`src/rtl/gcls_pkg.sv`:
```
// Shared types and constants for the greedy cut level scan unit.
`timescale 1ns / 1ps
`default_nettype none

package gcls_pkg;

	localparam int COORD_W    = 4;
	localparam int COORD_SPAN = 16;
	localparam int CFG_W      = 5;
	localparam int CFG_IDX_W  = 2;
	localparam int VAL_W      = 32;
	localparam int WEIGHT_W   = 31;
	localparam int GAIN_W     = 35;
	localparam int SUM_W      = 56;
	localparam int EPOCH_W    = 4;

	// Configuration register indexes
	localparam logic [CFG_IDX_W-1:0] REG_GRID_WIDTH  = 2'd0;
	localparam logic [CFG_IDX_W-1:0] REG_GRID_HEIGHT = 2'd1;
	localparam logic [CFG_IDX_W-1:0] REG_GRID_DEPTH  = 2'd2;

	// Pass tag stored per node; a node is visited when its tag equals the current pass tag
	typedef logic [EPOCH_W-1:0] tag_t;
	localparam tag_t EPOCH_MAX = '1;

	typedef enum logic {
		MAP_CLEAR,
		MAP_RUN
	} map_state_t;

	typedef struct packed {
		tag_t xm;
		tag_t xp;
		tag_t ym;
		tag_t yp;
		tag_t zm;
		tag_t zp;
	} nbr_tags_t;

	typedef struct packed {
		logic               valid;
		logic [COORD_W-1:0] x;
		logic [COORD_W-1:0] y;
		logic [COORD_W-1:0] z;
	} lw_t;

	typedef struct packed {
		logic               en;
		logic [COORD_W-1:0] x;
		logic [COORD_W-1:0] y;
		logic [COORD_W-1:0] z;
		tag_t               tag;
	} wr_req_t;

endpackage

`default_nettype wire

```
`src/rtl/gcls_gain.sv`:
```
// Node gain: unary cost and signed edge terms from neighbor visited state.
`timescale 1ns / 1ps
`default_nettype none

module gcls_gain #(
	parameter int MAP_W = 16,
	parameter int MAP_H = 16,
	parameter int MAP_D = 16
) (
	input  wire logic [gcls_pkg::COORD_W-1:0]     x,
	input  wire logic [gcls_pkg::COORD_W-1:0]     y,
	input  wire logic [gcls_pkg::COORD_W-1:0]     z,
	input  wire logic signed [gcls_pkg::VAL_W-1:0] unary,
	input  wire logic [gcls_pkg::WEIGHT_W-1:0]    w_xm,
	input  wire logic [gcls_pkg::WEIGHT_W-1:0]    w_xp,
	input  wire logic [gcls_pkg::WEIGHT_W-1:0]    w_ym,
	input  wire logic [gcls_pkg::WEIGHT_W-1:0]    w_yp,
	input  wire logic [gcls_pkg::WEIGHT_W-1:0]    w_zm,
	input  wire logic [gcls_pkg::WEIGHT_W-1:0]    w_zp,
	input  wire logic                             first,
	input  wire gcls_pkg::tag_t                   epoch,
	input  wire gcls_pkg::nbr_tags_t              tags,
	input  wire gcls_pkg::lw_t                    lw,
	input  wire logic [gcls_pkg::CFG_W-1:0]       w_eff,
	input  wire logic [gcls_pkg::CFG_W-1:0]       h_eff,
	input  wire logic [gcls_pkg::CFG_W-1:0]       d_eff,
	output logic signed [gcls_pkg::GAIN_W-1:0]    gain,
	output logic                                  in_grid
);

	localparam int GW = gcls_pkg::GAIN_W;

	logic [4:0] x5, y5, z5;
	logic on_xm, on_xp, on_ym, on_yp, on_zm, on_zp;
	logic vis_xm, vis_xp, vis_ym, vis_yp, vis_zm, vis_zp;

	function automatic logic signed [GW-1:0] term(
		input logic                          on,
		input logic                          vis,
		input logic [gcls_pkg::WEIGHT_W-1:0] w
	);
		logic signed [GW-1:0] ws;
		ws = signed'(GW'(w));
		if (!on)
			return '0;
		return vis ? -ws : ws;
	endfunction

	assign x5 = {1'b0, x};
	assign y5 = {1'b0, y};
	assign z5 = {1'b0, z};

	always_comb begin
		in_grid = (x5 < w_eff) && (y5 < h_eff) && (z5 < d_eff);

		on_xm = (x != '0);
		on_xp = ((x5 + 5'd1) < w_eff);
		on_ym = (y != '0);
		on_yp = ((y5 + 5'd1) < h_eff);
		on_zm = (z != '0);
		on_zp = ((z5 + 5'd1) < d_eff);

		// a neighbor past the stored span is never visited; the last write is
		// not yet in the map when this item read it, so check it directly
		vis_xm = !first && ((tags.xm == epoch) ||
			(lw.valid && lw.x == x - 4'd1 && lw.y == y && lw.z == z));
		vis_xp = !first && (int'(x5 + 5'd1) < MAP_W) && ((tags.xp == epoch) ||
			(lw.valid && lw.x == x + 4'd1 && lw.y == y && lw.z == z));
		vis_ym = !first && ((tags.ym == epoch) ||
			(lw.valid && lw.x == x && lw.y == y - 4'd1 && lw.z == z));
		vis_yp = !first && (int'(y5 + 5'd1) < MAP_H) && ((tags.yp == epoch) ||
			(lw.valid && lw.x == x && lw.y == y + 4'd1 && lw.z == z));
		vis_zm = !first && ((tags.zm == epoch) ||
			(lw.valid && lw.x == x && lw.y == y && lw.z == z - 4'd1));
		vis_zp = !first && (int'(z5 + 5'd1) < MAP_D) && ((tags.zp == epoch) ||
			(lw.valid && lw.x == x && lw.y == y && lw.z == z + 4'd1));

		gain = -(GW'(unary))
			+ term(on_xm, vis_xm, w_xm) + term(on_xp, vis_xp, w_xp)
			+ term(on_ym, vis_ym, w_ym) + term(on_yp, vis_yp, w_yp)
			+ term(on_zm, vis_zm, w_zm) + term(on_zp, vis_zp, w_zp);
	end

endmodule

`default_nettype wire

```
`config.mk`:
```
export PLATFORM = sky130hd
export DESIGN_NAME = gcls_gain
export DESIGN_NICKNAME = d
export VERILOG_FILES = /design/src/rtl/gcls_pkg.sv /design/src/rtl/gcls_gain.sv
export SDC_FILE = /design/constraint.sdc
export NUM_CORES = 1
export LEC_CHECK = 0
export ABC_CLOCK_PERIOD_IN_PS = 19100
export BUFFER_PORTS_ARGS = -buffer_cell sky130_fd_sc_hd__buf_2
export CORE_UTILIZATION = 55
export DETAILED_ROUTE_END_ITERATION = 12
export MAX_ROUTING_LAYER = met4
export PLACE_DENSITY_LB_ADDON = 0.08
export SYNTH_ARGS = -nofsm -noshare
export SYNTH_HDL_FRONTEND = slang
export SYNTH_SLANG_ARGS = --single-unit
```
`constraint.sdc`:
```
create_clock -name vclk -period 19.1
set_input_delay 3.82 -clock vclk [all_inputs]
set_output_delay 3.82 -clock vclk [all_outputs]
set_load 0.01 [all_outputs]
```
Word level (Yosys, flattened, before mapping)
Index checks and enable logic that the tools add are counted.

Register bits: 0. Input port bits: 287. Output and inout bits: 36. Logic and storage cells: 96.

Add/subtract/negate cells: 25. Magnitude comparators: 9. Eq/ne operators: 15. Multiplexer cells: 12. Reduce and logical (&&, ||, !) cells: 35.

Operators with widths (number): 35-bit two-way mux (12); 35-bit adder (6); 31-bit negation with 35-bit output (6); 4-bit equality test (15); 32-bit negation with 35-bit output (1); 4-bit by 1-bit adder with 5-bit output, second input constant (6); 1-bit logical AND (25); 4-bit by 5-bit less-than comparator with 1-bit output (3); 5-bit less-than comparator (3); 5-bit less-than comparator, second input constant (3); 4-bit by 1-bit adder with 4-bit output, second input constant (3); 4-bit nonzero test (3); 4-bit by 1-bit subtractor with 4-bit output, second input constant (3); 1-bit logical OR (6); 1-bit zero test (1).

Longest topological paths before layout
Depth after elaboration: 15. Mapped depth: 28. Gate-level depth less buffers: 27.

Least setup slack after synthesis
OpenSTA, ideal clock, no wires.

Path type: input to output. Start: input x[2] (netlist name). End: output gain[32] (netlist name). Arrival time: 10417 ps. Required time: 15280 ps. Slack: 4863 ps. Stages: 25. Path buffers: 2. Path through: clkbuf_1 xor2_1 nor4_1 nand4_1 o41ai_1 clkbuf_1 o41ai_1 xor2_1 nor2_1 fa_1 fa_1 fa_1 inv_1 fa_1 inv_1 ha_1 and2_1 a211oi_1 a21oi_1 o21ai_0 a32oi_1 a2111oi_0 o311ai_0 a21oi_1 xnor2_1.

Cells in the longest elaborated chain, start to end: 15. Elaborated cells between the ends (all ways): 55. Those cells by class: add/sub (10); order compare (2); eq/ne (3); mux (12); reduce/logical (28).

Ends and longest elaborated chain: from (decl) (line gcls_gain.sv:10) `input wire logic [gcls_pkg::COORD_W-1:0] x,`; 4-bit by 1-bit subtractor with 4-bit output (line gcls_gain.sv:66) `(lw.valid && lw.x == x - 4'd1 && lw.y == y && lw.z == z));`; 4-bit equality test (line gcls_gain.sv:66); 1-bit logical AND (3 in a row) (line gcls_gain.sv:66); 1-bit logical OR (line gcls_gain.sv:65) `vis_xm = !first && ((tags.xm == epoch) ||`; 1-bit logical AND (line gcls_gain.sv:65); 35-bit two-way mux (2 in a row) (line gcls_gain.sv:46) `return vis ? -ws : ws;`; 35-bit adder (2 in a row) (line gcls_gain.sv:79) `+ term(on_xm, vis_xm, w_xm) + term(on_xp, vis_xp, w_xp)`; 35-bit adder (2 in a row) (line gcls_gain.sv:80) `+ term(on_ym, vis_ym, w_ym) + term(on_yp, vis_yp, w_yp)`; 35-bit adder (line gcls_gain.sv:81) `+ term(on_zm, vis_zm, w_zm) + term(on_zp, vis_zp, w_zp);`; 35-bit adder (*) (line gcls_gain.sv:81); to (decl) (line gcls_gain.sv:27) `output logic signed [gcls_pkg::GAIN_W-1:0] gain,`.

Every way passes the cells marked *; elsewhere a longest branch is shown, timed or not.

Worst setup path in the final report
Start: input z[2] (netlist name). End: output gain[32] (netlist name).

Cells in the longest elaborated chain, start to end: 12. Elaborated cells between the ends (all ways): 47. Those cells by class: add/sub (10); order compare (2); eq/ne (3); mux (12); reduce/logical (20).

Ends and longest elaborated chain: from (decl) (line gcls_gain.sv:12) `input wire logic [gcls_pkg::COORD_W-1:0] z,`; 4-bit equality test; 1-bit logical AND (line gcls_gain.sv:66); 1-bit logical OR (line gcls_gain.sv:65); 1-bit logical AND (line gcls_gain.sv:65); 35-bit two-way mux (2 in a row) (line gcls_gain.sv:46); 35-bit adder (2 in a row) (line gcls_gain.sv:79); 35-bit adder (2 in a row) (line gcls_gain.sv:80); 35-bit adder (line gcls_gain.sv:81); 35-bit adder (*) (line gcls_gain.sv:81).

Marked as above.

==> flow_summary_export.csv <==
group,metric,value,unit
floorplanning,fp.dieArea,0.0221,sq mm
min_path,worstHoldStart,"d_eff[4]",
sta,rsz0062_at_grt,"no",
sta,fmax,62.8,MHz
power_and_ir_drop,ir_worst_vdd,239,uV
setup_path,worstSetupStartpointType,"primary input",
synth,seq_area_frac_synth,0,
synth,synth_area_per_cell,7.48,sq um
floorplanning,rows,53,
power_and_ir_drop,power,2800,uW
setup_path,crit_fanout,15,
setup_path,crit_type,"primary input to primary output",
drt,route.detailed.drc,0,
setup_path,crit_end,"gain[32]",
synth,ys_types,62,
setup_path,startpoint,"z[2]",
synth,synth-simple-area-share,0.203,
synth,synth.area.mux_share,0.000846,
drt,dr.pass1.iters,7,
synth,synth_xor_area_frac,0.195,
sta,timing.final.crit_period,15.94,ns
global_routing,overflow,0,
global_routing,grt_usage,0.356,
min_path,min_path_cells,4,
synth,synth_adder_area_share,0.356,
placement,post-dp-hpwl,33500,microns
drt,vias,12000,
synth,ys_warn_count,0,
sta,worst_slew_pin_slew,1.14,ns
power_and_ir_drop,p_per_area,204,mW/mm^2
cells_and_area,seq_cell_count,0,
drt,dr.first_iter.drc_count,709,
drt,via_per_inst,5.55,
min_path,hold_class,"primary input to primary output",
cells_and_area,syn_to_final_growth,16.2,%
floorplanning,fp.coreArea,0.0211,sq mm
drt,wirelength,38100,microns
synth,syn_inst,1581,
drt,wl_per_cell,17.6,microns
cells_and_area,fin_nets,2392,
sta,post-route-period-util,0.834,
cells_and_area,nFillCells,1987,
sta,final_hold_viol_count,0,
setup_path,required,15.28,ns
global_routing,grt_pass1_wl,58900,microns
synth,synth-compound-area-share,0.154,
drt,drtAntennaViolNets,0,
global_routing,antenna_found_initial,14,
cells_and_area,drive_above_1_share,0.193,
power_and_ir_drop,p_leak,0.00664,uW
setup_path,crit_path_end_kind,"primary output",
synth,synth_top_family_by_area,"adder cells",
placement,gp_congestion,0.986,
floorplanning,ios,323,
sta,drv_slew,0,
clocking,ctsResizeCount,0,
sta,final-setup-viol-count,0,
clocking,cts_setup_buffers,0,
clocking,holdBufCountCts,0,
placement,io_buffers,323,
synth,syn_nets,2104,
synth,synth_area,0.0118,sq mm
cells_and_area,seqCellArea,0,sq um
floorplanning,die_y,149,microns
run_status,status,"complete, no violations",
cells_and_area,final_util,0.652,
floorplanning,initial_core_util,0.561,
global_routing,grt_pass1_vias,11700,
setup_path,cp.arrival,12.12,ns
cells_and_area,clkbuf_count,0,
cells_and_area,multi_input_area,0.0108,sq mm
sta,max-slew-margin-rel,0.235,
global_routing,grt_max_degree,35,
sta,fin_tns_setup,0,ns
floorplanning,die_x,149,microns
flow_run,cap_violations,0,
[metal layers]
layer,global-route usage,routed length (microns)
met1,0.460,16000
met2,0.593,17900
met3,0.0261,2720
met4,0.113,1350
met5,-,0
[Yosys cell counts (22+ instances only)]
cell,count,area (sq um)
nor2_1,192,721
xor2_1,170,1490
or4_1,22,165
a21oi_1,64,320
or3_1,25,156
o21ai_0,73,365
xnor2_1,91,797
nor3_1,42,210
inv_1,246,923
clkbuf_1,46,173
ha_1,69,863
fa_1,167,3340
nand2_1,126,473
o31ai_1,37,278
[cell type report]
class / count / share of cell area
multi-input combinational: 1289 / 0.783
tap: 275 / 0.0250
timing repair buffer: 332 / 0.123
inverter: 246 / 0.0672
antenna: 15 / 0.00273
[layout by cell type, fill, tap and decap left out, types with 9 or more instances in the layout]
master    instances
inv_1           246
nor3_1           42
nand2b_1         17
xor2_1          170
nor2b_1           9
a21o_1           15
or3_1            25
buf_4             9
or4_1            22
nand2_1         126
a21oi_1          64
xnor2_1          91
a21boi_0         10
ha_1             69
o21ai_0          73
fa_1            167
nor2_1          192
nand3_1          18
nor4_1           12
o41ai_1          17
buf_2           323
o31ai_1          37
or2_2             9
a31oi_1          10
o211ai_1         14
diode_2          15
[through the flow]
step	std cells	setup WS, ns	hold slack [ns]	area (sq um)
5_1_grt	2156	2.59	8.06	13700
3_3_place_gp	2142	3.38	7.98	13700
2_1_floorplan	1581	4.86	7.79	11800
6_report	2157	3.16	7.98	13700
4_1_cts	2142	3.24	7.98	13700
3_5_place_dp	2142	3.25	7.98	13700
[cell families after synthesis]
family / Yosys count
buffers and inverters: 292
XOR/XNOR: 262
adder cells (fa/ha/maj): 236
AND/OR/NAND/NOR: 511
AO/OA/AOI/OAI: 279
multiplexers: 1
[report_power, final]
group / internal, uW / switching, uW
Sequential: 0 / 0
Clock: 0.000105 / 0
Combinational: 1200 / 1600
Total: 1200 / 1600
[how the worst min path moves through the flow]
stage,to,slack (ns)
final,in_grid,7.98
after CTS,in_grid,7.98
after floorplan,in_grid,7.79
after global placement,in_grid,7.98
after detailed placement,in_grid,7.98
after global routing,in_grid,8.06
[critical path, cell delays in order]
cell and delay, ns:
buf_2 0.15, xnor2_1 0.33, nor4b_1 0.40, nand4_1 0.25
o41a_1 0.68, or3_1 0.38, a21oi_1 0.19, fa_1 0.48
fa_1 0.53, fa_1 0.56, inv_1 0.06, fa_1 0.59
inv_1 0.07, ha_1 0.31, a211oi_1 0.29, o21ai_0 0.17
o2111a_1 0.19, o21ai_0 0.49, a32oi_1 0.41, a2111oi_0 0.97
o311ai_0 0.28, a21oi_1 0.23, xnor2_1 0.14, buf_2 0.15
Note: power is estimated with default switching activity, not from simulation.
