`src/rtl/gcls_pkg.sv`:
```
// Shared types and constants for the greedy cut level scan unit.
`timescale 1ns / 1ps
`default_nettype none

package gcls_pkg;

	localparam int COORD_W    = 4;
	localparam int COORD_SPAN = 16;
	localparam int CFG_W      = 5;
	localparam int CFG_IDX_W  = 2;
	localparam int VAL_W      = 32;
	localparam int WEIGHT_W   = 31;
	localparam int GAIN_W     = 35;
	localparam int SUM_W      = 56;
	localparam int EPOCH_W    = 4;

	// Configuration register indexes
	localparam logic [CFG_IDX_W-1:0] REG_GRID_WIDTH  = 2'd0;
	localparam logic [CFG_IDX_W-1:0] REG_GRID_HEIGHT = 2'd1;
	localparam logic [CFG_IDX_W-1:0] REG_GRID_DEPTH  = 2'd2;

	// Pass tag stored per node; a node is visited when its tag equals the current pass tag
	typedef logic [EPOCH_W-1:0] tag_t;
	localparam tag_t EPOCH_MAX = '1;

	typedef enum logic {
		MAP_CLEAR,
		MAP_RUN
	} map_state_t;

	typedef struct packed {
		tag_t xm;
		tag_t xp;
		tag_t ym;
		tag_t yp;
		tag_t zm;
		tag_t zp;
	} nbr_tags_t;

	typedef struct packed {
		logic               valid;
		logic [COORD_W-1:0] x;
		logic [COORD_W-1:0] y;
		logic [COORD_W-1:0] z;
	} lw_t;

	typedef struct packed {
		logic               en;
		logic [COORD_W-1:0] x;
		logic [COORD_W-1:0] y;
		logic [COORD_W-1:0] z;
		tag_t               tag;
	} wr_req_t;

endpackage

`default_nettype wire

```
`src/rtl/gcls_acc.sv`:
```
// Saturating running sum, pass minimum and best level registers.
`timescale 1ns / 1ps
`default_nettype none

module gcls_acc (
	input  wire logic                              clk,
	input  wire logic                              arst_n,
	input  wire logic                              adv,
	input  wire logic signed [gcls_pkg::GAIN_W-1:0] gain,
	input  wire logic signed [gcls_pkg::VAL_W-1:0]  level,
	input  wire logic                              first,
	input  wire logic                              in_grid,
	output logic signed [gcls_pkg::SUM_W-1:0]      sum_q,
	output logic signed [gcls_pkg::SUM_W-1:0]      min_q,
	output logic signed [gcls_pkg::VAL_W-1:0]      best_q,
	output logic                                   improved_q
);

	localparam int SW = gcls_pkg::SUM_W;
	localparam logic signed [SW-1:0] SUM_MAX = {1'b0, {(SW - 1){1'b1}}};
	localparam logic signed [SW-1:0] SUM_MIN = {1'b1, {(SW - 1){1'b0}}};

	logic signed [SW-1:0]           sum_base, min_base, sat, sum_d, min_d;
	logic signed [SW:0]             sum_ext;
	logic signed [gcls_pkg::VAL_W-1:0] best_base, best_d;
	logic                           imp_d;

	always_comb begin
		sum_base  = first ? '0 : sum_q;
		min_base  = first ? SUM_MAX : min_q;
		best_base = first ? '0 : best_q;

		sum_ext = (SW + 1)'(sum_base) + (SW + 1)'(gain);
		if (sum_ext[SW] != sum_ext[SW-1])
			sat = sum_ext[SW] ? SUM_MIN : SUM_MAX;
		else
			sat = sum_ext[SW-1:0];

		sum_d  = sum_base;
		min_d  = min_base;
		best_d = best_base;
		imp_d  = 1'b0;
		if (in_grid) begin
			sum_d = sat;
			if (sat < min_base) begin
				min_d  = sat;
				best_d = level;
				imp_d  = 1'b1;
			end
		end
	end

	always_ff @(posedge clk or negedge arst_n) begin
		if (!arst_n) begin
			sum_q      <= '0;
			min_q      <= SUM_MAX;
			best_q     <= '0;
			improved_q <= 1'b0;
		end else if (adv) begin
			sum_q      <= sum_d;
			min_q      <= min_d;
			best_q     <= best_d;
			improved_q <= imp_d;
		end
	end

endmodule

`default_nettype wire

```
`config.mk`:
```
export PLATFORM = sky130hd
export DESIGN_NAME = gcls_acc
export DESIGN_NICKNAME = d
export VERILOG_FILES = /design/src/rtl/gcls_pkg.sv /design/src/rtl/gcls_acc.sv
export SDC_FILE = /design/constraint.sdc
export NUM_CORES = 1
export LEC_CHECK = 0
export BUFFER_PORTS_ARGS = -buffer_cell sky130_fd_sc_hd__buf_2
export CAP_MARGIN = 15
export CORE_ASPECT_RATIO = 1.1
export CORE_MARGIN = 8
export CORE_UTILIZATION = 30
export CTS_CLUSTER_SIZE = 16
export DETAILED_ROUTE_END_ITERATION = 7
export GPL_TIMING_DRIVEN = 0
export PLACE_DENSITY = 0.6
export SYNTH_ARGS = -nofsm -noshare
export SYNTH_HDL_FRONTEND = slang
export SYNTH_SLANG_ARGS = --single-unit
```
`constraint.sdc`:
```
create_clock -name clk -period 10 [get_ports clk]
set_clock_uncertainty 0.1 [all_clocks]
set_input_delay 0 -clock clk [delete_from_list [all_inputs] [get_ports clk]]
set_output_delay 0 -clock clk [all_outputs]
set_load 0.02 [all_outputs]
```
# After elaboration in Yosys (flattened, before gate mapping)
# Index checks and enable logic that the tools add are counted.
# totals
regBits,145
in_bits,72
output_inout_bits,145
# op_classes
n_addsub,1
n_lt_le_gt_ge,1
eq_ne,1
muxes,12
# ops
operator,count
two-way mux 56 bit,7
two-way mux 32 bit,3
adder 56 x 35 -> 57 bit,1
less-than comparator 56 bit,1
two-way mux 1 bit,2
!= test 1 bit,1

# Depth between registers and ports, before layout
# Gate-level depths: netlist of run 1.
# depth
word_depth,7
depth_mapped,37

# Least setup slack after synthesis of run 1
# No wires, ideal clock.
# synth_path
path_kind,flip-flop to flip-flop
start,reg sum_q[8] (netlist name)
end,reg min_q[16] (netlist name)
setup_ns,0.079
arrival_time_ns,6.397
required_time_ns,9.821
path_slack_ns,3.424
path_stages_with_launch,33
path_cell_list,dfrtp_1 nor2b_1 ha_1 a211oi_1 o211ai_1 a32oi_1 a311oi_1 o31ai_1 a21oi_1 nor2_1 o21bai_1 a21o_1 xnor2_1 ha_1 clkbuf_1 nand2_1 o32a_1 clkbuf_1 o21ai_0 ha_1 a21o_1 a211o_1 o221ai_1 o211ai_1 a211oi_1 nand3_1 mux2_2 nor3_4 buf_6 buf_6 buf_8 nand2_1 o21ai_0
# synth_via
elab_chain_len,7
elab_cells_between_ends,8
# synth_lines
item,line_no,text
start: declaration,gcls_acc.sv:13,"output logic signed [gcls_pkg::SUM_W-1:0] sum_q,"
start signal: assignment,gcls_acc.sv:60,sum_q <= sum_d;
two-way mux 56 bit (*),gcls_acc.sv:29,sum_base = first ? '0 : sum_q;
adder 56 x 35 -> 57 bit (*),gcls_acc.sv:33,sum_ext = (SW + 1)'(sum_base) + (SW + 1)'(gain);
two-way mux 56 bit / != test 1 bit (equally long branches),"gcls_acc.sv:35, gcls_acc.sv:34",
two-way mux 56 bit (*),gcls_acc.sv:34,if (sum_ext[SW] != sum_ext[SW-1])
less-than comparator 56 bit,gcls_acc.sv:45,if (sat < min_base) begin
two-way mux 56 bit (*),gcls_acc.sv:45,
two-way mux 56 bit (*),gcls_acc.sv:43,if (in_grid) begin
end signal: assignment,gcls_acc.sv:61,min_q <= min_d;
end: declaration,gcls_acc.sv:14,"output logic signed [gcls_pkg::SUM_W-1:0] min_q,"
# Mark *: on every way between the ends. The rest lies on a longest branch, timed or not.
# A chain may end at the register's enable or synchronous reset.

# Final worst setup path of run 1
# layout_path
start,in first
end,reg min_q[51] (netlist name)
# layout_via
elab_chain_len,7
elab_cells_between_ends,9
# layout_lines
item,line_no,text
start: declaration,gcls_acc.sv:11,"input wire logic first,"
two-way mux 56 bit,gcls_acc.sv:29,
adder 56 x 35 -> 57 bit,gcls_acc.sv:33,
two-way mux 56 bit / != test 1 bit (equally long branches),"gcls_acc.sv:35, gcls_acc.sv:34",
two-way mux 56 bit,gcls_acc.sv:34,
less-than comparator 56 bit,gcls_acc.sv:45,
two-way mux 56 bit,gcls_acc.sv:45,
two-way mux 56 bit (*),gcls_acc.sv:43,
# Marked as above.

==> results of run 1 <==
## registers in the layout (all words and copies together), names as in the netlist
signal,flops
min_q,56
sum_q,56
best_q,32
improved_q,1
## layer usage
metal  part of all wire  track usage  vias up
met4              0.024      0.06135        2
met5            0.00034            0        -
met3              0.086      0.06019       49
li1                   -            -     5393
met1               0.42       0.2524     5498
met2               0.47       0.3306      390
## layout make-up
cell class / instances / area (um2)
fill: 3886 / 22930
multi-input combinational: 1100 / 6930
sequential: 145 / 3697
timing repair buffer: 254 / 1485
tap: 494 / 618.1
clock buffer: 20 / 456.7
buffer: 82 / 380.4
clock inverter: 12 / 229.0
inverter: 32 / 120.1
antenna: 2 / 5.005
## metrics by stage
stage / cell area (um2) / total power [mW] / TNS [ps] / std cells / hold slack, ps
2_1_floorplan: 11130 / 3.062 / 0 / 1360 / -395.6
3_3_place_gp: 12830 / 4.082 / -3535 / 2070 / 102.4
3_5_place_dp: 12860 / 4.122 / -4682 / 2071 / 23.09
4_1_cts: 13920 / 4.921 / 0 / 2140 / 77.88
5_1_grt: 13920 / 5.307 / 0 / 2140 / 149.8
6_report: 13920 / 4.912 / 0 / 2141 / 52.30
## cells in the final DEF (no fill, tap or decap), types with 4 or more instances in the layout
master / instances
a211oi_1: 20
a21boi_0: 10
a21o_1: 41
a21oi_1: 76
a22o_1: 40
a311oi_1: 4
a31oi_1: 4
and2_1: 9
and3_1: 10
buf_2: 223
bufinv_16: 6
clkbuf_1: 64
clkbuf_16: 17
dfrtp_1: 90
dfstp_2: 55
dlygate4sd3_1: 37
ha_1: 113
inv_1: 32
nand2_1: 166
nand2b_1: 8
nand3_1: 25
nand4_1: 19
nor2_1: 152
nor2b_1: 64
nor3_1: 31
nor4_1: 8
o211ai_1: 13
o21a_1: 13
o21ai_0: 159
o21ai_1: 6
o21bai_1: 7
o22ai_1: 4
o31ai_1: 7
xnor2_1: 29
xor2_1: 18
## power groups by stage
stage,Clock [mW],Sequential [mW],Combinational [mW]
after floorplan,0,1.39,1.67
after global placement,0,1.13,2.95
after detailed placement,0,1.14,2.99
after CTS,0.779,1.13,3.01
after global routing,0.801,1.17,3.34
final,0.766,1.13,3.01
## critical path, delay by kind of cell
family,cells,cell delay [ps]
multiplexers,1,300
adder cells (fa/ha/maj),3,1100
AND/OR/NAND/NOR,6,1470
XOR/XNOR,1,130
AO/OA/AOI/OAI,13,4020
buffers and inverters,8,2620
## worst paths after layout
| path | from | to | cells past startpoint |
|---|---|---|---|
| max | first | min_q[51]$_DFFE_PN1P_ | 32 |
| min | arst_n | best_q[30]$_DFFE_PN0P_ | 2 |
| max reg2reg | sum_q[6]$_DFFE_PN0P_ | min_q[51]$_DFFE_PN1P_ | 30 |
| min reg2reg | sum_q[51]$_DFFE_PN0P_ | sum_q[51]$_DFFE_PN0P_ | 2 |
| max in group asynchronous | arst_n | min_q[34]$_DFFE_PN1P_ | 3 |
| min in group clk | gain[1] | min_q[1]$_DFFE_PN1P_ | 6 |
## cell families after synthesis
| family | after synthesis |
|---|---|
| adders and majority gates | 114 |
| and+or+nand+nor | 503 |
| muxes | 4 |
| AOI/OAI and AO/OA | 432 |
| DFF | 145 |
| xor gates and xnor gates | 47 |
| buffers and inverters | 115 |
## timing repair
action | in CTS | in global routing
setup endpoints to repair | 0 | 89
endpoints found under the hold margin | 113 | 0
hold buffers | 37 | 0
==> results.cfg, run 1 <==
[synthesis]
syn_nets = 1546
synth-simple-area-share = 0.2069
synth_top_family_by_area = compound AO/OA/AOI/OAI gates
synth_xor_area_frac = 0.03698
dominantRegCellSynth = dfrtp_1
synth_compound_gate_area_share = 0.2457
synth_common_cells = 166 x nand2_1, 159 x o21ai_0, 152 x nor2_1, 113 x ha_1, 90 x dfrtp_1
syn_inst = 1360
synthAdderAreaFrac = 0.1288
synth_top_area_frac = 0.2023
synth_area_leaders = dfrtp_1 20%, dfstp_2 13%, ha_1 13%, o21ai_0 7.1%, nand2_1 5.6%
ys_ff_latch = 145
ys_types = 66
synth_edf_count = 0
yosysMostFrequentCell = nand2_1
netlist_area_um2 = 11130
async_flop_share = 1.000
avgSynthCellArea_um2 = 8.185
synthMuxAreaShare = 0.004159
yosysWarnings = 0
yosysTopAreaCell = dfrtp_1
seq_area_frac_synth = 0.3321

[power_and_ir_drop]
p_sw_mw = 2.481
power_density_nw_per_um2 = 352.8
p_clk_frac = 0.156
pwr-share-comb = 0.613
leakage_nw = 6.544
p_seq_frac = 0.231
p_int_mw = 2.432
netSwitchingFraction = 0.5050
peakVddDrop_uv = 170.5

[cts]
worstSkewPairLatency_ps = 450
cts_buffers = 17
clk_path_buf_depth = 2
cts_tree = built
cts-root-buf = clkbuf_16
cts_setup_buffers = 0
cts-resized-gates = 0
cts.sinks = 145
cts.htree.levels = 4
clk_pin_slew_worst_paths_ps = 60

[placement]
dpl.hpwl_um = 34120
pre_cts_ws_ps = -127.4
port_buffers = 216
gp_congestion = 0.8896

[global_route]
overflow = 0
grt_pass1_vias = 11586
grt_max_degree = 83
grt_antenna_before_repair = 3
grt_pass1_wl_um = 67790
track_usage = 0.2020

[sta]
fin_ws_ps = 562.4
final.period_utilization = 0.9438
max_freq_mhz = 106.0
rsz0062_at_grt = no
slew_viol_final = 0
setup_viol = 0
maxSlewHeadroom = 0.4327
hold_violations = 0
worstMarginPinSlew_ps = 843.7
fin_crit_ps = 9438

[floorplanning]
initial_core_util = 0.3021
chipWidth_um = 199.7
die-area_um2 = 43530
die_h_um = 218.0
num_rows = 74
ioPinCount = 217
core_um2 = 36850

[routing]
drc = 0
detail_route.wl_per_cell_um = 20.55
ant_nets = 0
dr.pass1.iters = 5
routed_wl_um = 43990
vias = 11332
drt-initial-drc-count = 780
avgViaCountPerCell = 5.293

[worst_setup_path]
required_ps = 10250
crit_slowest_cell = o31ai_1
criticalPathCategory = in2reg
ff2ff_setup_slack_ps = 570
endpoint_kind = flip-flop
crit_fanout = 16
cp.arrival_ps = 9690
critPathLaunchType = input port
cpPeakStageDelay_ps = 750

[cells_and_area]
drive_gt1_frac = 0.2018
layout.nets = 1818
post-route-util = 0.3778
areaGrowthSynthToFinish_pct = 25.06

[run_status]
status = completed

[job]
maxCapViolations = 0

[min_path]
hold_path_class = in2async
Note: power is estimated with default switching activity, not from simulation.
==> run 2, diff against run 1 <==
--- a/config.mk
+++ b/config.mk
@@ -9,11 +9,12 @@
 export CAP_MARGIN = 15
 export CORE_ASPECT_RATIO = 1.1
 export CORE_MARGIN = 8
-export CORE_UTILIZATION = 30
+export CORE_UTILIZATION = 61
 export CTS_CLUSTER_SIZE = 16
 export DETAILED_ROUTE_END_ITERATION = 7
 export GPL_TIMING_DRIVEN = 0
-export PLACE_DENSITY = 0.6
+export PLACE_DENSITY = 0.87
+export SETUP_SLACK_MARGIN = 0.2
 export SYNTH_ARGS = -nofsm -noshare
 export SYNTH_HDL_FRONTEND = slang
 export SYNTH_SLANG_ARGS = --single-unit
==> run 2 against run 1 <==
Via count rose by 5.5%; routed wire length is 7.9% lower; register-to-register slack gained 50 ps; setup slack got worse by 130 ps; sequential power hardly changed; clock-buffer cell count grew 2; hold slack gained 29 ps; non-clock buffer count did not move; die area fell by 48%; design area decreased by 2.7%.
==> results.cfg, run 2 (synthesis results as in run 1) <==
[floorplanning]
ioPinCount = 217
core_um2 = 18150
initial_core_util = 0.6132
chipWidth_um = 144.8
num_rows = 52
die_h_um = 157.7
die-area_um2 = 22830

[worst_setup_path]
ff2ff_setup_slack_ps = 620
endpoint_kind = flip-flop
criticalPathCategory = in2reg
cpPeakStageDelay_ps = 620
crit_slowest_cell = a311oi_1
required_ps = 10250
critPathLaunchType = input port
crit_fanout = 10
r2r_start = sum_q[7]$_DFFE_PN0P_
r2r_cells = 32
rr_endpoint = min_q[7]$_DFFE_PN1P_
cp.arrival_ps = 9830

[routing]
avgViaCountPerCell = 6.335
routed_wl_um = 40500
drt-initial-drc-count = 1132
ant_nets = 0
dr.pass1.iters = 8
detail_route.wl_per_cell_um = 21.45
vias = 11960
drc = 0

[sta]
max_freq_mhz = 104.5
hold_violations = 0
fin_crit_ps = 9572
setup_viol = 0
tns_ps = 0
slew_viol_final = 0
maxSlewHeadroom = 0.4703
fin_hold_ws_ps = 81.32
rsz0062_at_grt = no
worstMarginPinSlew_ps = 794.5
final.period_utilization = 0.9572

[run_status]
status = completed

[placement]
dpl.hpwl_um = 29770
gp_congestion = 0.9892
port_buffers = 216

[cells_and_area]
antennaDiodeCount = 0
final_common_cell = buf_2
fillers = 1294
layout.nets = 1818
final_cell_mix = 223 x buf_2, 166 x nand2_1, 159 x o21ai_0
post-route-util = 0.7460
reg_top3 = min_q (56), sum_q (56), best_q (32)
drive_gt1_frac = 0.2024
areaGrowthSynthToFinish_pct = 21.65

[job]
maxCapViolations = 0

[power_and_ir_drop]
p_sw_mw = 2.454
peakVddDrop_uv = 211.2
power_density_nw_per_um2 = 357.6
leakage_nw = 6.517
p_seq_frac = 0.235
p_int_mw = 2.388
netSwitchingFraction = 0.5068
p_clk_frac = 0.145
total_power_mw = 4.842
pwr-share-comb = 0.620

[cts]
cts.htree.levels = 4
cts_setup_buffers = 0
clk_path_buf_depth = 2
cts-root-buf = clkbuf_16
worstSkewPairLatency_ps = 430
cts.sinks = 145
clk_pin_slew_worst_paths_ps = 70
cts_tree = built
cts_buffers = 17

[global_route]
grt_pass1_wl_um = 62800
grt_antenna_before_repair = 0
grt_max_degree = 82
overflow = 0
grt_pass1_vias = 11821
track_usage = 0.3556

[min_path]
hold_path_class = in2async
run 2: changes by cell type in the layout (fill, tap and decap cells not counted), sizes merged:
| cell | previous run | this run |
|---|---|---|
| clkbuf | 85 | 88 |
| bufinv | 6 | 4 |
| clkinv | 1 | 3 |
| diode | 2 | 0 |
| clkinvlp | 3 | 2 |
| dlygate4sd3 | 37 | 36 |
| inv | 34 | 33 |
run 2: worst max path at each step:
stage / from / slack (ps) / endpoint / cells after the start
2_1_floorplan: sum_q[8]$_DFFE_PN0P_ / 3420 / min_q[16]$_DFFE_PN1P_ / 32
6_report: first / 430 / min_q[7]$_DFFE_PN1P_ / 35
4_1_cts: first / 370 / min_q[7]$_DFFE_PN1P_ / 33
3_3_place_gp: first / 480 / min_q[44]$_DFFE_PN1P_ / 33
5_1_grt: first / 210 / min_q[7]$_DFFE_PN1P_ / 35
3_5_place_dp: first / 370 / min_q[31]$_DFFE_PN1P_ / 34
run 2: power groups by stage:
| stage | sequential (mW) | combinational (mW) | clock, mW |
|---|---|---|---|
| 6_report | 1.14 | 3.00 | 0.700 |
| 5_1_grt | 1.16 | 3.27 | 0.722 |
| 4_1_cts | 1.12 | 2.95 | 0.696 |
| 3_5_place_dp | 1.13 | 2.91 | 0 |
| 3_3_place_gp | 1.12 | 2.83 | 0 |
| 2_1_floorplan | 1.39 | 1.67 | 0 |
run 2: timing repair:
item | in CTS | in global routing
resized for setup | 0 | 5
hold endpoints to repair | 115 | 0
endpoints found under the setup margin | 0 | 89
hold buffers | 36 | 0
run 2: worst max-delay path, delay by kind of cell:
kind,cells,cell delay [ps]
AND/OR/NAND/NOR,8,1850
XOR/XNOR,1,150
adder cells (fa/ha/maj),3,1090
multiplexers,1,300
buffers and inverters,10,3190
AO/OA/AOI/OAI,12,3210
run 2: layer usage:
metal,wire length [um],vias to the layer above,GRT usage
met5,0,-,0
met3,4209,159,0.08356
met2,19070,728,0.5808
met1,15110,5673,0.4249
met4,2114,0,0.1930
li1,-,5400,-
run 2: layout make-up:
type | instances | area [um2] | area share
well taps | 243 | 304.0 | 0.02245
repair buffers | 253 | 1475 | 0.1089
clock inverters | 10 | 158.9 | 0.01173
multi-input cells | 1100 | 6935 | 0.5122
plain buffers | 83 | 386.6 | 0.02855
flip-flops and latches | 145 | 3697 | 0.2730
inverters | 32 | 120.1 | 0.008870
clock buffers | 22 | 464.2 | 0.03428
run 2: through the flow:
stage | setup slack (ps) | instances | instance area, um2
after floorplan | 3424 | 1360 | 11130
after global placement | 482.4 | 1819 | 12520
after detailed placement | 374.3 | 1820 | 12550
after CTS | 371.7 | 1888 | 13530
after global routing | 209.9 | 1888 | 13540
final | 428.4 | 1888 | 13540
==> run 3, diff against run 2 <==
--- a/config.mk
+++ b/config.mk
@@ -10,6 +10,7 @@
 export CORE_ASPECT_RATIO = 1.1
 export CORE_MARGIN = 8
 export CORE_UTILIZATION = 61
+export CTS_BUF_LIST = sky130_fd_sc_hd__clkbuf_16
 export CTS_CLUSTER_SIZE = 16
 export DETAILED_ROUTE_END_ITERATION = 7
 export GPL_TIMING_DRIVEN = 0
==> run 3 against run 2 <==
Register-to-register slack is essentially flat; global-route usage decreased by 0.084 points; hold slack gained 1.7 ps; routed wire length down 0.17%; utilization down 0.11 points; clock power is 3% lower; die area unchanged; combinational power about the same; clock-buffer cell count down 5; critical endpoint unchanged.
==> results.cfg, run 3 (synthesis results as in run 1) <==
[routing]
vias = 11952
drt-initial-drc-count = 1128
routed_wl_um = 40430
dr.pass1.iters = 6
detail_route.wl_per_cell_um = 21.41
drc = 0
avgViaCountPerCell = 6.331
ant_nets = 0

[job]
maxCapViolations = 0

[sta]
fin_crit_ps = 9571
tns_ps = 0
worstMarginPinSlew_ps = 824.2
final.period_utilization = 0.9571
maxSlewHeadroom = 0.4505
slew_viol_final = 0
rsz0062_at_grt = no
hold_violations = 0
max_freq_mhz = 104.5
setup_viol = 0

[worst_setup_path]
endpoint_kind = flip-flop
crit_fanout = 10
critPathLaunchType = input port
criticalPathCategory = in2reg
required_ps = 10260
cpPeakStageDelay_ps = 630
cp.arrival_ps = 9830
crit_slowest_cell = a311oi_1

[power_and_ir_drop]
power_density_nw_per_um2 = 356.8
leakage_nw = 6.518
peakVddDrop_uv = 207.7

[global_route]
track_usage = 0.3548
grt_pass1_vias = 11813
grt_antenna_before_repair = 0
overflow = 0
grt_pass1_wl_um = 62670
grt_max_degree = 82

[floorplanning]
ioPinCount = 217
initial_core_util = 0.6132
die-area_um2 = 22830
chipWidth_um = 144.8
num_rows = 52
die_h_um = 157.7
core_um2 = 18150

[cells_and_area]
final_common_cell = buf_2
drive_gt1_frac = 0.2012
final_area_um2 = 13520
seq_area_um2 = 3697
final_cell_mix = 223 x buf_2, 166 x nand2_1, 159 x o21ai_0
multiInputGateArea_um2 = 6935
areaGrowthSynthToFinish_pct = 21.47
final_cells = 1888
layout.nets = 1818
fillers = 1296
reg_top3 = min_q (56), sum_q (56), best_q (32)
antennaDiodeCount = 0

[cts]
cts.htree.levels = 4
clk_path_buf_depth = 2
cts-root-buf = clkbuf_16
cts.sinks = 145
cts_buffers = 17
clk_pin_slew_worst_paths_ps = 70
worstSkewPairLatency_ps = 430
cts_tree = built

[placement]
port_buffers = 216
post-place-cells = 1820
placed_area_um2 = 12550
dpl.hpwl_um = 29770
gp_congestion = 0.9892

[min_path]
hold_path_class = in2async

[run_status]
status = completed
run 3: stage by stage:
step | setup WS, ps | total power [mW] | hold WS, ps | utilization
6_report | 429.3 | 4.825 | 83.05 | 0.7449
3_3_place_gp | 482.4 | 3.946 | 99.65 | 0.6896
5_1_grt | 210.7 | 5.126 | 122.9 | 0.7449
4_1_cts | 371.7 | 4.748 | 79.10 | 0.7445
3_5_place_dp | 374.3 | 4.035 | 5.391 | 0.6914
2_1_floorplan | 3424 | 3.062 | -395.6 | -
run 3: final timing paths:
check                                          to  slack [ps]                   start  depth (start not counted)
max                          min_q[7]$_DFFE_PN1P_         430                   first                         35
min reg2reg                improved_q$_DFFE_PN0P_         400  improved_q$_DFFE_PN0P_                          1
max reg2reg                  min_q[7]$_DFFE_PN1P_         630    sum_q[7]$_DFFE_PN0P_                         32
min                        best_q[22]$_DFFE_PN0P_          80                  arst_n                          2
min in group clk            min_q[55]$_DFFE_PN0P_         100                   first                          4
max in group asynchronous   min_q[36]$_DFFE_PN1P_        8850                  arst_n                          3
run 3: routing by layer:
metal,share of wire,up-vias,GRT usage
met2,0.47,757,0.5790
met4,0.053,0,0.1925
li1,-,5393,-
met5,0,-,0
met3,0.11,161,0.08386
met1,0.37,5641,0.4239
run 3: final cells by class:
class                           count  share of cell area
Inverter                           32            0.008883
Clock inverter                     15             0.01314
Clock buffer                       17             0.03146
Buffer                             83             0.02859
Tap cell                          243             0.02249
Multi-Input combinational cell   1100              0.5129
Sequential cell                   145              0.2734
Timing Repair Buffer              253              0.1091
run 3: power breakdown:
group / total, mW / internal (mW) / switching (mW)
Sequential: 1.14 / 0.916 / 0.222
Combinational: 3.01 / 1.04 / 1.96
Clock: 0.681 / 0.412 / 0.269
Total: 4.83 / 2.37 / 2.46
run 3: critical path, delay by kind of cell:
kind,cells,cell delay (ps)
xor gates and xnor gates,1,150
buffers and inverters,10,3200
muxes,1,300
and+or+nand+nor,8,1840
adders and majority gates,3,1090
AOI/OAI and AO/OA,12,3230
run 3: repair_timing:
action	in CTS	in global routing
hold endpoints to repair	115	0
setup buffers	0	0
endpoints found under the setup margin	0	89
hold buffers	36	0
resized for setup	0	5
